File: src/hdl/bdq_pkg.sv
`timescale 1ns / 1ps
// ----------------------------------------------------------------------------
// bdq_pkg
// Shared sizes, request and status codes, and the RAM control bundle for the
// bounded deque with search and erase.
// ----------------------------------------------------------------------------
package bdq_pkg;

    localparam int DEPTH      = 16;   // power of two: slot arithmetic wraps by mask
    localparam int DATA_WIDTH = 32;
    localparam int ADDR_W     = $clog2(DEPTH);
    localparam int CNT_W      = $clog2(DEPTH + 1);
    localparam int FUNC_W     = 3;
    localparam int STATUS_W   = 2;

    localparam logic [FUNC_W-1:0] FUNC_PUSH_FRONT = 3'd0;
    localparam logic [FUNC_W-1:0] FUNC_PUSH_BACK  = 3'd1;
    localparam logic [FUNC_W-1:0] FUNC_POP_FRONT  = 3'd2;
    localparam logic [FUNC_W-1:0] FUNC_POP_BACK   = 3'd3;
    localparam logic [FUNC_W-1:0] FUNC_COUNT      = 3'd4;
    localparam logic [FUNC_W-1:0] FUNC_ERASE      = 3'd5;

    localparam logic [STATUS_W-1:0] STATUS_OK        = 2'd0;
    localparam logic [STATUS_W-1:0] STATUS_UNDERFLOW = 2'd1;
    localparam logic [STATUS_W-1:0] STATUS_OVERFLOW  = 2'd2;
    localparam logic [STATUS_W-1:0] STATUS_NOT_FOUND = 2'd3;

    typedef logic signed [DATA_WIDTH-1:0] word_t;

    typedef struct packed {
        logic              wr_en;
        logic [ADDR_W-1:0] wr_addr;
        word_t             wr_data;
        logic [ADDR_W-1:0] rd_addr_a;
        logic [ADDR_W-1:0] rd_addr_b;
    } ram_ctl_t;

endpackage

File: src/hdl/bdq_req_if.sv
`timescale 1ns / 1ps
// ----------------------------------------------------------------------------
// bdq_req_if
// Request channel: operation code and operand value with valid/ready.
// ----------------------------------------------------------------------------
interface bdq_req_if;

    logic                              valid;
    logic                              ready;
    logic [bdq_pkg::FUNC_W-1:0]        func;
    logic signed [bdq_pkg::DATA_WIDTH-1:0] value;

    modport source (output valid, output func, output value, input ready);
    modport sink   (input valid, input func, input value, output ready);

endinterface

File: src/hdl/bdq_rsp_if.sv
`timescale 1ns / 1ps
// ----------------------------------------------------------------------------
// bdq_rsp_if
// Response channel: result, status and store summary with valid/ready.
// ----------------------------------------------------------------------------
interface bdq_rsp_if;

    logic                                  valid;
    logic                                  ready;
    logic signed [bdq_pkg::DATA_WIDTH-1:0] result_value;
    logic [bdq_pkg::STATUS_W-1:0]          status;
    logic [bdq_pkg::CNT_W-1:0]             fill_level;
    logic signed [bdq_pkg::DATA_WIDTH-1:0] front_value;
    logic signed [bdq_pkg::DATA_WIDTH-1:0] back_value;
    logic                                  is_empty;

    modport source (output valid, output result_value, output status, output fill_level,
                    output front_value, output back_value, output is_empty, input ready);
    modport sink   (input valid, input result_value, input status, input fill_level,
                    input front_value, input back_value, input is_empty, output ready);

endinterface

File: src/hdl/bdq_ram.sv
`timescale 1ns / 1ps
// ----------------------------------------------------------------------------
// bdq_ram
// Entry storage: one write port, two read ports with registered read data.
// ----------------------------------------------------------------------------
module bdq_ram (
    input  logic              clk,
    input  bdq_pkg::ram_ctl_t ctl,
    output bdq_pkg::word_t    rd_data_a,
    output bdq_pkg::word_t    rd_data_b
);

    bdq_pkg::word_t mem [bdq_pkg::DEPTH];

    always_ff @(posedge clk)
    begin
        if (ctl.wr_en)
        begin
            mem[ctl.wr_addr] <= ctl.wr_data;
        end
        rd_data_a <= mem[ctl.rd_addr_a];
        rd_data_b <= mem[ctl.rd_addr_b];
    end

endmodule

File: src/hdl/bounded_deque_with_search_erase_top.sv
`timescale 1ns / 1ps
// ----------------------------------------------------------------------------
// bounded_deque_with_search_erase_top
// Circular-buffer deque with push/pop at both ends, match count and
// erase-first-match, run by a small sequencer over one shared comparator.
// ----------------------------------------------------------------------------
//  channel | dir | fields
//  --------+-----+-------------------------------------------------------------
//  req     | in  | func[2:0], value[31:0]
//  rsp     | out | result_value[31:0], status[1:0], fill_level[4:0],
//          |     | front_value[31:0], back_value[31:0], is_empty
//
//  Scan and gap shift together step one entry per cycle through the registered
//  RAM read; a new request is taken only once the last has reached the output register.
//  Reset clears head, count and control; the RAM itself is not cleared.
//  A stalled response holds in the output register; the next request is taken
//  meanwhile and waits in its final state until the register frees up.
// ----------------------------------------------------------------------------
module bounded_deque_with_search_erase_top (
    input  logic  clk,
    input  logic  rst_n,
    bdq_req_if.sink   req,
    bdq_rsp_if.source rsp
);

    typedef enum logic [6:0] {
        ST_IDLE     = 7'b0000001,
        ST_EXEC     = 7'b0000010,
        ST_POP_WAIT = 7'b0000100,
        ST_SCAN     = 7'b0001000,
        ST_SHIFT    = 7'b0010000,
        ST_FETCH    = 7'b0100000,
        ST_DONE     = 7'b1000000
    } state_t;

    localparam logic [bdq_pkg::CNT_W-1:0] CNT_ONE  = bdq_pkg::CNT_W'(1);
    localparam logic [bdq_pkg::CNT_W-1:0] CNT_TWO  = bdq_pkg::CNT_W'(2);
    localparam logic [bdq_pkg::CNT_W-1:0] CNT_FULL = bdq_pkg::CNT_W'(bdq_pkg::DEPTH);

    state_t                          state_reg,  state_next;
    logic [bdq_pkg::FUNC_W-1:0]      func_reg,   func_next;
    bdq_pkg::word_t                  value_reg,  value_next;
    logic [bdq_pkg::ADDR_W-1:0]      head_reg,   head_next;
    logic [bdq_pkg::CNT_W-1:0]       count_reg,  count_next;
    logic [bdq_pkg::ADDR_W-1:0]      idx_reg,    idx_next;
    logic [bdq_pkg::CNT_W-1:0]       hits_reg,   hits_next;
    bdq_pkg::word_t                  result_reg, result_next;
    logic [bdq_pkg::STATUS_W-1:0]    status_reg, status_next;

    logic                            out_valid_reg,  out_valid_next;
    bdq_pkg::word_t                  out_result_reg, out_result_next;
    logic [bdq_pkg::STATUS_W-1:0]    out_status_reg, out_status_next;
    logic [bdq_pkg::CNT_W-1:0]       out_fill_reg,   out_fill_next;
    bdq_pkg::word_t                  out_front_reg,  out_front_next;
    bdq_pkg::word_t                  out_back_reg,   out_back_next;
    logic                            out_empty_reg,  out_empty_next;

    bdq_pkg::ram_ctl_t               ram_ctl;
    bdq_pkg::word_t                  rd_data_a;
    bdq_pkg::word_t                  rd_data_b;

    logic                            req_xfer;
    logic                            store_full;
    logic                            store_empty;
    logic                            match;
    logic                            last;
    logic [bdq_pkg::CNT_W-1:0]       idx_ext;

    // physical slot of a logical offset from the front
    function automatic logic [bdq_pkg::ADDR_W-1:0] slot_of(
        input logic [bdq_pkg::ADDR_W-1:0] head,
        input logic [bdq_pkg::CNT_W-1:0]  offset
    );
        return head + offset[bdq_pkg::ADDR_W-1:0];
    endfunction

    bdq_ram u_ram (
        .clk       (clk),
        .ctl       (ram_ctl),
        .rd_data_a (rd_data_a),
        .rd_data_b (rd_data_b)
    );

    assign req.ready    = (state_reg == ST_IDLE);
    assign req_xfer     = req.valid && req.ready;
    assign store_full   = (count_reg == CNT_FULL);
    assign store_empty  = (count_reg == '0);
    assign idx_ext      = bdq_pkg::CNT_W'(idx_reg);
    assign match        = (rd_data_a == value_reg);
    assign last         = (idx_ext == count_reg - CNT_ONE);

    assign rsp.valid        = out_valid_reg;
    assign rsp.result_value = out_result_reg;
    assign rsp.status       = out_status_reg;
    assign rsp.fill_level   = out_fill_reg;
    assign rsp.front_value  = out_front_reg;
    assign rsp.back_value   = out_back_reg;
    assign rsp.is_empty     = out_empty_reg;

    always_comb
    begin
        state_next  = state_reg;
        func_next   = func_reg;
        value_next  = value_reg;
        head_next   = head_reg;
        count_next  = count_reg;
        idx_next    = idx_reg;
        hits_next   = hits_reg;
        result_next = result_reg;
        status_next = status_reg;

        out_valid_next  = out_valid_reg && !rsp.ready;
        out_result_next = out_result_reg;
        out_status_next = out_status_reg;
        out_fill_next   = out_fill_reg;
        out_front_next  = out_front_reg;
        out_back_next   = out_back_reg;
        out_empty_next  = out_empty_reg;

        ram_ctl.wr_en     = 1'b0;
        ram_ctl.wr_addr   = slot_of(head_reg, count_reg);
        ram_ctl.wr_data   = value_reg;
        ram_ctl.rd_addr_a = head_reg;
        ram_ctl.rd_addr_b = slot_of(head_reg, count_reg - CNT_ONE);

        unique case (state_reg)
            ST_IDLE:
            begin
                if (req_xfer)
                begin
                    func_next   = req.func;
                    value_next  = req.value;
                    status_next = bdq_pkg::STATUS_OK;
                    result_next = '0;
                    state_next  = ST_EXEC;
                end
            end

            ST_EXEC:
            begin
                idx_next   = '0;
                hits_next  = '0;
                state_next = ST_FETCH;
                unique case (func_reg)
                    bdq_pkg::FUNC_PUSH_FRONT:
                    begin
                        if (store_full)
                        begin
                            status_next = bdq_pkg::STATUS_OVERFLOW;
                        end
                        else
                        begin
                            ram_ctl.wr_en   = 1'b1;
                            ram_ctl.wr_addr = head_reg - 1'b1;
                            head_next       = head_reg - 1'b1;
                            count_next      = count_reg + CNT_ONE;
                        end
                    end
                    bdq_pkg::FUNC_PUSH_BACK:
                    begin
                        if (store_full)
                        begin
                            status_next = bdq_pkg::STATUS_OVERFLOW;
                        end
                        else
                        begin
                            ram_ctl.wr_en = 1'b1;
                            count_next    = count_reg + CNT_ONE;
                        end
                    end
                    bdq_pkg::FUNC_POP_FRONT,
                    bdq_pkg::FUNC_POP_BACK:
                    begin
                        if (store_empty)
                        begin
                            status_next = bdq_pkg::STATUS_UNDERFLOW;
                        end
                        else
                        begin
                            if (func_reg == bdq_pkg::FUNC_POP_BACK)
                            begin
                                ram_ctl.rd_addr_a = slot_of(head_reg, count_reg - CNT_ONE);
                            end
                            state_next = ST_POP_WAIT;
                        end
                    end
                    bdq_pkg::FUNC_COUNT,
                    bdq_pkg::FUNC_ERASE:
                    begin
                        if (store_empty)
                        begin
                            if (func_reg == bdq_pkg::FUNC_ERASE)
                            begin
                                status_next = bdq_pkg::STATUS_NOT_FOUND;
                            end
                        end
                        else
                        begin
                            state_next = ST_SCAN;
                        end
                    end
                    default:
                    begin
                        // unused selector: no operation
                    end
                endcase
            end

            ST_POP_WAIT:
            begin
                result_next = rd_data_a;
                count_next  = count_reg - CNT_ONE;
                if (func_reg == bdq_pkg::FUNC_POP_FRONT)
                begin
                    head_next = head_reg + 1'b1;
                end
                state_next = ST_FETCH;
            end

            ST_SCAN:
            begin
                // rd_data_a holds the entry at logical offset idx
                ram_ctl.rd_addr_a = slot_of(head_reg, idx_ext + CNT_ONE);
                if (func_reg == bdq_pkg::FUNC_COUNT)
                begin
                    if (match)
                    begin
                        hits_next = hits_reg + CNT_ONE;
                    end
                    if (last)
                    begin
                        result_next = bdq_pkg::DATA_WIDTH'(hits_next);
                        state_next  = ST_FETCH;
                    end
                    else
                    begin
                        idx_next = idx_reg + 1'b1;
                    end
                end
                else if (match)
                begin
                    if (last)
                    begin
                        count_next = count_reg - CNT_ONE;
                        state_next = ST_FETCH;
                    end
                    else
                    begin
                        state_next = ST_SHIFT;
                    end
                end
                else if (last)
                begin
                    status_next = bdq_pkg::STATUS_NOT_FOUND;
                    state_next  = ST_FETCH;
                end
                else
                begin
                    idx_next = idx_reg + 1'b1;
                end
            end

            ST_SHIFT:
            begin
                // move entry idx+1 (now in rd_data_a) down to idx, prefetch idx+2
                ram_ctl.wr_en     = 1'b1;
                ram_ctl.wr_addr   = slot_of(head_reg, idx_ext);
                ram_ctl.wr_data   = rd_data_a;
                ram_ctl.rd_addr_a = slot_of(head_reg, idx_ext + CNT_TWO);
                if (idx_ext + CNT_TWO < count_reg)
                begin
                    idx_next = idx_reg + 1'b1;
                end
                else
                begin
                    count_next = count_reg - CNT_ONE;
                    state_next = ST_FETCH;
                end
            end

            ST_FETCH:
            begin
                state_next = ST_DONE;
            end

            ST_DONE:
            begin
                if (!out_valid_reg || rsp.ready)
                begin
                    out_valid_next  = 1'b1;
                    out_result_next = result_reg;
                    out_status_next = status_reg;
                    out_fill_next   = count_reg;
                    out_empty_next  = store_empty;
                    out_front_next  = store_empty ? '0 : rd_data_a;
                    out_back_next   = store_empty ? '0 : rd_data_b;
                    state_next      = ST_IDLE;
                end
            end

            default:
            begin
                state_next = ST_IDLE;
            end
        endcase
    end

    always_ff @(posedge clk or negedge rst_n)
    begin
        if (!rst_n)
        begin
            state_reg     <= ST_IDLE;
            head_reg      <= '0;
            count_reg     <= '0;
            out_valid_reg <= 1'b0;
        end
        else
        begin
            state_reg     <= state_next;
            head_reg      <= head_next;
            count_reg     <= count_next;
            out_valid_reg <= out_valid_next;
        end
    end

    always_ff @(posedge clk)
    begin
        func_reg       <= func_next;
        value_reg      <= value_next;
        idx_reg        <= idx_next;
        hits_reg       <= hits_next;
        result_reg     <= result_next;
        status_reg     <= status_next;
        out_result_reg <= out_result_next;
        out_status_reg <= out_status_next;
        out_fill_reg   <= out_fill_next;
        out_front_reg  <= out_front_next;
        out_back_reg   <= out_back_next;
        out_empty_reg  <= out_empty_next;
    end

endmodule

File: src/flat_wrapper.sv
// flat-port wrapper written by rule: the top's interface ports become plain ports
module bounded_deque_with_search_erase_top_flat 
  (clk, rst_n, req_valid, req_func, req_value, req_ready, rsp_valid, rsp_result_value, rsp_status, rsp_fill_level, rsp_front_value, rsp_back_value, rsp_is_empty, rsp_ready);
  bdq_req_if req_i ();
  bdq_rsp_if rsp_i ();
  input  logic clk;
  input  logic rst_n;
  input wire logic [$bits(req_i.valid)-1:0] req_valid;
  input wire logic [$bits(req_i.func)-1:0] req_func;
  input wire logic [$bits(req_i.value)-1:0] req_value;
  output wire logic [$bits(req_i.ready)-1:0] req_ready;
  output wire logic [$bits(rsp_i.valid)-1:0] rsp_valid;
  output wire logic [$bits(rsp_i.result_value)-1:0] rsp_result_value;
  output wire logic [$bits(rsp_i.status)-1:0] rsp_status;
  output wire logic [$bits(rsp_i.fill_level)-1:0] rsp_fill_level;
  output wire logic [$bits(rsp_i.front_value)-1:0] rsp_front_value;
  output wire logic [$bits(rsp_i.back_value)-1:0] rsp_back_value;
  output wire logic [$bits(rsp_i.is_empty)-1:0] rsp_is_empty;
  input wire logic [$bits(rsp_i.ready)-1:0] rsp_ready;
  assign req_i.valid = req_valid;
  assign req_i.func = req_func;
  assign req_i.value = req_value;
  assign req_ready = req_i.ready;
  assign rsp_valid = rsp_i.valid;
  assign rsp_result_value = rsp_i.result_value;
  assign rsp_status = rsp_i.status;
  assign rsp_fill_level = rsp_i.fill_level;
  assign rsp_front_value = rsp_i.front_value;
  assign rsp_back_value = rsp_i.back_value;
  assign rsp_is_empty = rsp_i.is_empty;
  assign rsp_i.ready = rsp_ready;
  bounded_deque_with_search_erase_top u_core (.clk(clk), .rst_n(rst_n), .req(req_i), .rsp(rsp_i));
endmodule
File: config.mk
export PLATFORM = sky130hd
export DESIGN_NAME = bounded_deque_with_search_erase_top_flat
export DESIGN_NICKNAME = d
export VERILOG_FILES = /design/src/hdl/bdq_pkg.sv /design/src/hdl/bdq_req_if.sv /design/src/hdl/bdq_rsp_if.sv /design/src/hdl/bdq_ram.sv /design/src/hdl/bounded_deque_with_search_erase_top.sv /design/src/flat_wrapper.sv
export SDC_FILE = /design/constraint.sdc
export NUM_CORES = 1
export LEC_CHECK = 0
export BUFFER_PORTS_ARGS = -buffer_cell sky130_fd_sc_hd__buf_2
export CAP_MARGIN = 40
export CORE_MARGIN = 2
export CORE_UTILIZATION = 35
export CTS_CLUSTER_SIZE = 25
export DETAILED_ROUTE_END_ITERATION = 7
export PLACE_DENSITY = 0.56
export SYNTH_ARGS = -nofsm -noshare
export SYNTH_HDL_FRONTEND = slang
export SYNTH_SLANG_ARGS = --single-unit
File: constraint.sdc
create_clock -name clk -period 15.6 [get_ports clk]
set_clock_uncertainty 0.05 [all_clocks]
set_input_delay 0.78 -clock clk [delete_from_list [all_inputs] [get_ports clk]]
set_output_delay 0.78 -clock clk [all_outputs]
set_load 0.03 [all_outputs]
==> flow_summary.yaml <==
status:
  status: "completed"
drt:
  vias: 22500
  drt-total-wl_mm: 101
  drc: 0
  viasPerCell: 5.71
  first_pass_iters: 6
  drtIter0Drc: 2527
  wl_per_cell_um: 25.6
  postRouteAntennaNets: 0
timing:
  min_period_over_period_pct: 31.9
  tns_ns: 0
  finalMaxSlewViolations: 0
  max_slew_margin_pct: 31.7
  final-setup-viol-count: 0
  worst_slew_pin_slew_ns: 1.03
  fin_ws_ns: 10.63
  worst_hold_slack_ns: 0.0383
  rsz0062_at_grt: "false"
  hold_viol: 0
  max_freq_mhz: 201
  fin_crit_ns: 4.97
floorplanning:
  row_count: 114
  die_h_um: 317
  die-area_um2: 101000
  die_w_um: 317
  start_util_pct: 35.4
  pin_count: 145
  core_um2: 97000
layout:
  largest_register_ffs: 512
  seqCellArea_um2: 22500
  drive_gt1_share_pct: 19.1
  multi_input_area_um2: 11200
  top_register: "u_core.u_ram.mem"
  syn2layout_area_growth_pct: 14.4
  final_nets: 2677
  fin_cells: 3946
  num-fill-cells: 8871
placed_design:
  numPortBuffers: 144
  dp_hpwl_mm: 57.0
  post-place-cells: 3805
  gp_congestion: 0.853
  post-place-ws_ns: 10.67
global_routing:
  antenna_found_initial: 0
  grt_max_degree: 191
  grt.overflow.total: 0
  track_usage_pct: 19.8
  grt_pass1_vias: 22100
  grt_pass1_wl_mm: 147
clock_network:
  cts.sinks: 775
  path_clk_slew_ns: 0.07
  clockBufferDepth: 3
  cts_setup_buffers: 0
  cts_hold_buf: 0
  cts.htree.levels: 3
  clock-root-buffer: "clkbuf_16"
  tritoncts: "done"
  clk_latency_ns: 0.63
  numCtsBuffers: 75
  cts_resized: 0
critical_path:
  crit_slowest_cell: "or4b_4"
  worstPathArrival_ns: 5.50
  required_ns: 16.13
  crit_fanout: 190
  critical-path-top-delay-family: "simple AND/OR/NAND/NOR gates"
  crit_top_cell: "a22oi_1"
  end_kind: "flip-flop"
  cp_num_buf_inv: 3
  crit_type: "flip-flop to flip-flop"
  crit_chain: "inv_1 -> ha_1 -> or4b_4 -> inv_2 -> nor4_1 -> a211oi_1 -> and2_4 -> buf_12 -> a21oi_1 -> a22oi_1 -> a22oi_1 -> nand2_1"
  startpoint_type: "flip-flop"
  r2r_slack_ns: 10.63
  cpPeakStageDelay_ns: 0.83
min_path:
  worst_hold_path_type: "input pin to async pin"
synthesis:
  synthFlopType: "edfxtp_1"
  synth_cells: 2507
  ys_seq_elements: 775
  ys_types: 60
  synth_area_um2: 34300
  synth_edf_count: 694
  yosysSeqAreaShare_pct: 65.7
  async_reset_ff_share_pct: 2.19
  synth_warnings: 0
  synthesis.nets: 2578
  avgSynthCellArea_um2: 13.7
flow_run:
  drv_cap: 0
power_and_ir_drop:
  p_per_area_nw_per_um2: 242
  ir_drop_mv: 0.514
  p_leak_nw: 13.6
==> final cells by class <==
type,count,share of cell area [%]
diodes,1,0.00637
clock buffers,109,5.57
well taps,1276,4.06
inverters,21,0.201
flip-flops and latches,775,57.4
multi-input cells,1536,28.5
repair buffers,197,3.43
clock inverters,31,0.891
==> power by group <==
part | internal (mW) | switching, mW
sequential | 2.63 | 0.200
clock | 1.08 | 0.793
combinational | 1.85 | 2.96
==> logic make-up after synthesis <==
| kind of cell | share of synthesized area (%) |
|---|---|
| compound gates | 11.0 |
| flops | 65.7 |
| xor+xnor | 1.81 |
| mux | 8.51 |
| simple gates | 9.36 |
| fa+ha+maj | 1.28 |
| buf+inv | 2.42 |
==> stage by stage <==
step                cell area (um^2)  util [%]  power, mW
global route                   39300      40.5       9.99
floorplan                      34300         -       6.01
CTS                            39300      40.5       9.55
detailed placement             36800      37.9       7.67
global placement               36400      37.6       7.44
finish                         39300      40.5       9.52
==> synthesized netlist by cell type, types with 30 or more instances <==
master	n	area share, %
dfxtp_1	64	3.7
nand2_1	474	5.2
mux4_2	128	8.4
buf_2	44	0.64
and2_1	128	2.3
a31oi_1	34	0.62
a21oi_1	241	3.5
a21oi_2	30	0.77
a22oi_1	189	4.1
nor2_1	43	0.47
edfxtp_1	694	61
a211oi_1	36	0.79
clkbuf_1	104	1.1
xor2_1	45	1.1
==> final timing paths <==
kind,start,endpoint,depth (start not counted)
max,u_core.count_reg[0],u_core.u_ram.rd_data_a[25],12
min,rst_n,u_core.head_reg[0],1
max reg2reg,u_core.count_reg[0],u_core.u_ram.rd_data_a[25],12
min reg2reg,u_core.result_reg[12],u_core.rsp.result_value[12],0
max in group asynchronous,rst_n,u_core.state_reg[0],1
min in group clk,req_value[13],u_core.value_reg[13],1
==> placed cells by master, fill, tap and decap left out, drive strengths merged, types with 11 or more instances in the layout <==
cell type,Yosys,routed
xnor2,26,26
and2,130,130
clkbuf,104,109
nor4,11,11
nor2,43,43
buf,71,197
nand2,474,474
a31oi,34,34
edfxtp,694,694
mux4,128,128
dfxtp,64,64
a211oi,36,36
nand3,12,12
clkinv,0,16
a21o,11,11
ha,27,27
a22oi,189,189
dfrtp,16,16
inv,21,25
a21oi,271,271
o21ai,17,17
xor2,45,45
==> layer usage <==
metal	GRT usage [%]	vias to the layer above	share of wire (%)
li1	-	9716	-
met1	26.5	11400	41
met2	32.5	1215	48
met3	3.08	204	8.0
met4	7.77	0	3.6
met5	0	-	0
Power figures use the tool's default switching activity.
